## config.mk

```make
export PLATFORM = sky130hd
export DESIGN_NAME = dsu_ram
export DESIGN_NICKNAME = d
export VERILOG_FILES = /design/src/hw/rtl/dsu_ram.sv
export SDC_FILE = /design/constraint.sdc
export NUM_CORES = 1
export LEC_CHECK = 0
export ABC_AREA = 1
export BUFFER_PORTS_ARGS = -buffer_cell sky130_fd_sc_hd__buf_2
export CORE_ASPECT_RATIO = 0.8
export CORE_MARGIN = 5
export CORE_UTILIZATION = 40
export CTS_CLUSTER_SIZE = 40
export DETAILED_ROUTE_END_ITERATION = 12
export PLACE_DENSITY = 0.6
export SETUP_SLACK_MARGIN = 0.4
export SLEW_MARGIN = 0
export SYNTH_ARGS = -nofsm -noshare
export SYNTH_HDL_FRONTEND = slang
export SYNTH_SLANG_ARGS = --single-unit
```

## constraint.sdc

```tcl
create_clock -name clk_i -period 3.1 [get_ports clk_i]
set_input_delay 0.465 -clock clk_i [delete_from_list [all_inputs] [get_ports clk_i]]
set_output_delay 0.465 -clock clk_i [all_outputs]
set_load 0.01 [all_outputs]
```

## src/hw/rtl/dsu_ram.sv

```systemverilog
// Generic single-port-write, single-port-read RAM with a registered read.
// No dependencies; holds the parent links and the ranks of dsu.
`timescale 1ns / 1ps

module dsu_ram #(
  parameter  int WIDTH = 8,
  parameter  int DEPTH = 16,
  localparam int AW    = (DEPTH > 1) ? $clog2(DEPTH) : 1
) (
  input  logic             clk_i,
  input  logic             we_i,
  input  logic [AW-1:0]    waddr_i,
  input  logic [WIDTH-1:0] wdata_i,
  input  logic [AW-1:0]    raddr_i,
  output logic [WIDTH-1:0] rdata_o
);

  logic [WIDTH-1:0] mem [DEPTH];
  logic [WIDTH-1:0] rdata_q;

  always_ff @(posedge clk_i) begin
    if (we_i) begin
      mem[waddr_i] <= wdata_i;
    end
    rdata_q <= mem[raddr_i];
  end

  assign rdata_o = rdata_q;

endmodule
```

==> results_dict.tcl <==
set metrics [dict create \
    num_vias 3779 \
    crit_top_cell "nand3_1" \
    ys_types 12 \
    final_antenna_net_count 0 \
    path_class "in2reg" \
    antenna_found_initial 0 \
    gp_congestion 0.778 \
    dieArea_mm2 0.0169 \
    cts_hold_buf 0 \
    finalSetupViolCount 0 \
    synthCells 551 \
    core_mm2 0.0142 \
    synth_top_cells_by_count "nand2_1, edfxtp_1, inv_1, nand3_1, nor2_1" \
    hold_viol_final 0 \
    fmax_mhz 653 \
    finish.instance_area_mm2 0.00656 \
    max_stage_delay_ns 0.57 \
    worstReg2RegStart "mem[1][5]" \
    drt_pass1_iterations 5 \
    grtUsageMet1 0.245 \
    diodes 0 \
    initial_core_util 0.406 \
    yosysSeqAreaShare 0.694 \
    cellLeakagePower_nw 2.79 \
    syn_area_mm2 0.00577 \
    async_reset_ff_frac 0 \
    crit_fanout 64 \
    r2r_end "rdata_o[5]" \
    cts_resized 0 \
    grtUsageMet2 0.234 \
    worst-path-buf-inv 2 \
    start_kind "input port" \
    crit_arrival_ns 1.83 \
    drt_iter0_drc 305 \
    finalWirelength_um 13100 \
    netlist.area_leader.share 0.667 \
    crit_chain "buf_2 > buf_4 > nand2_1 > nand3_1 > nand3_1 > nand3_1 > nand2_1" \
    synth_area_per_cell_um2 10.5 \
    vdd_drop_max_mv 0.388 \
    finClkSkew_ns 0.00557 \
    tightest_slew_ns 0.855 \
    hold_ws_ns 0.446 \
    grt_pass1_vias 3779 \
    fillCellCount 1302 \
    status "completed" \
    holdPathEnd "rdata_o[7]" \
    overflow 0 \
    cts_buffer_depth 2 \
    synthFlopType "edfxtp_1" \
    chipHeight_um 117 \
    r2r_slack_ns 1.96 \
    cts_setup_buffers 0 \
    busiest_layer "met1" \
    path_clk_slew_ns 0.06 \
    viasPerCell 4.90 \
    yosysMostFrequentCell "nand2_1" \
    grt_use_total 0.165 \
    synth_edf_count 128 \
    yosysTopAreaCell "edfxtp_1" \
    fin_nets 592 \
    cts_tree "yes" \
    min_from "raddr_i[3]" \
    worstRegToRegCells 6 \
    place_area_mm2 0.00598 \
    cap_viol_max_count 0 \
    root_buffer "clkbuf_16" \
    cts_buffers 17 \
    period_share 0.494 \
    powerDensity_mw_per_mm2 653 \
    drcViolationCount 0 \
    rsz0062_at_grt "no" \
    yosysWarnings 0 \
    wl_per_cell_um 16.9 \
    worst_hold_path_type "in2reg" \
    htreeDepth 4 \
    rows 39 \
    drive_gt1_frac 0.104 \
    syn-num-nets 569 \
    area_growth_pct 13.8 \
    fin_tns_setup_ns 0 \
    crit_required_ns 3.40 \
    cp_top_family "simple AND/OR/NAND/NOR gates" \
    synth.area.top_cells "edfxtp_1, nand2_1, nand3_1, inv_1, dfxtp_1" \
    dieWidth_um 144 \
    grt_max_degree 65 \
    worst_setup_path_end_kind "flop" \
    timing.final.crit_period_ns 1.53 \
    max_slew_margin 0.428 \
    detailed_place_hpwl_um 8020 \
    grt_pass1_wl_um 21000 \
    fin_util 0.462 \
    finalMaxSlewViolations 0 \
    ios 26 \
    synth-seq-cells 136 \
    grtUsageMet3 0.0472 \
    slowest_stage "buf_4" \
    insertion_delay_ns 0.42 \
    cts_sinks 136 \
    hold_path_depth 3 \
    portBuffers 25 \
]
[per-layer routing]
metal,vias up,wire length [µm]
li1,1818,-
met1,1826,6250
met2,115,5790
met3,20,835
met4,0,172
met5,-,0
[final cells by class]
type | instances | area, µm² | area share
Sequential cell | 136 | 4000 | 0.610
Tap cell | 184 | 230 | 0.0351
Clock buffer | 17 | 425 | 0.0648
Clock inverter | 15 | 156 | 0.0238
Timing Repair Buffer | 28 | 148 | 0.0225
Inverter | 102 | 383 | 0.0584
Multi-Input combinational cell | 289 | 1210 | 0.185
[state kept, by name, indices dropped and copies added, names as in the netlist]
register	count
mem	128
rdata_o	8
[per-stage QoR]
stage                     std cells  total power, W  worst slack [ns]
after floorplan                 551         0.00225              1.68
after global placement          739         0.00235              1.17
after detailed placement        739         0.00235              1.15
after CTS                       771         0.00431              1.59
after global routing            771         0.00442              1.44
final                           771         0.00428              1.57
[cells by family (layout without fill, tap and decap cells)]
| group | count (synthesis) | count (layout) | share of synthesized area |
|---|---|---|---|
| AND/OR/NAND/NOR | 289 | 289 | 0.210 |
| flip-flops | 136 | 136 | 0.694 |
| buffers and inverters | 126 | 162 | 0.0952 |
[how the worst max path moves through the flow]
| stage | from | slack [ns] | cells past startpoint | end |
|---|---|---|---|---|
| 2_1_floorplan | waddr_i[2] | 1.68 | 2 | mem[10][0] |
| 3_3_place_gp | waddr_i[2] | 1.17 | 3 | mem[8][4] |
| 3_5_place_dp | raddr_i[0] | 1.15 | 7 | rdata_o[0] |
| 4_1_cts | raddr_i[0] | 1.59 | 8 | rdata_o[0] |
| 5_1_grt | raddr_i[0] | 1.44 | 7 | rdata_o[0] |
| 6_report | raddr_i[0] | 1.57 | 7 | rdata_o[0] |
[layout by cell type (no fill, tap or decap)]
cell type	instances
nand3b_1	2
clkinv_1	1
clkinv_2	1
inv_2	2
buf_2	25
clkinv_4	4
nand3_1	97
clkinvlp_4	7
buf_4	3
clkbuf_16	17
edfxtp_1	128
nand2_1	173
inv_1	100
dfxtp_1	8
nor2_1	17
bufinv_16	2
[tightest hold or removal path: stages]
cell	delay, ns
buf_2	0.17
nand3_1	0.11
nand2_1	0.06
[power by group]
group          total, W  internal (W)  switching [W]
Combinational  0.000247     0.0000659       0.000181
Clock           0.00197       0.00118       0.000788
Sequential      0.00207       0.00206      0.0000107
Total           0.00428       0.00330       0.000980
Power figures use the tool's default switching activity.
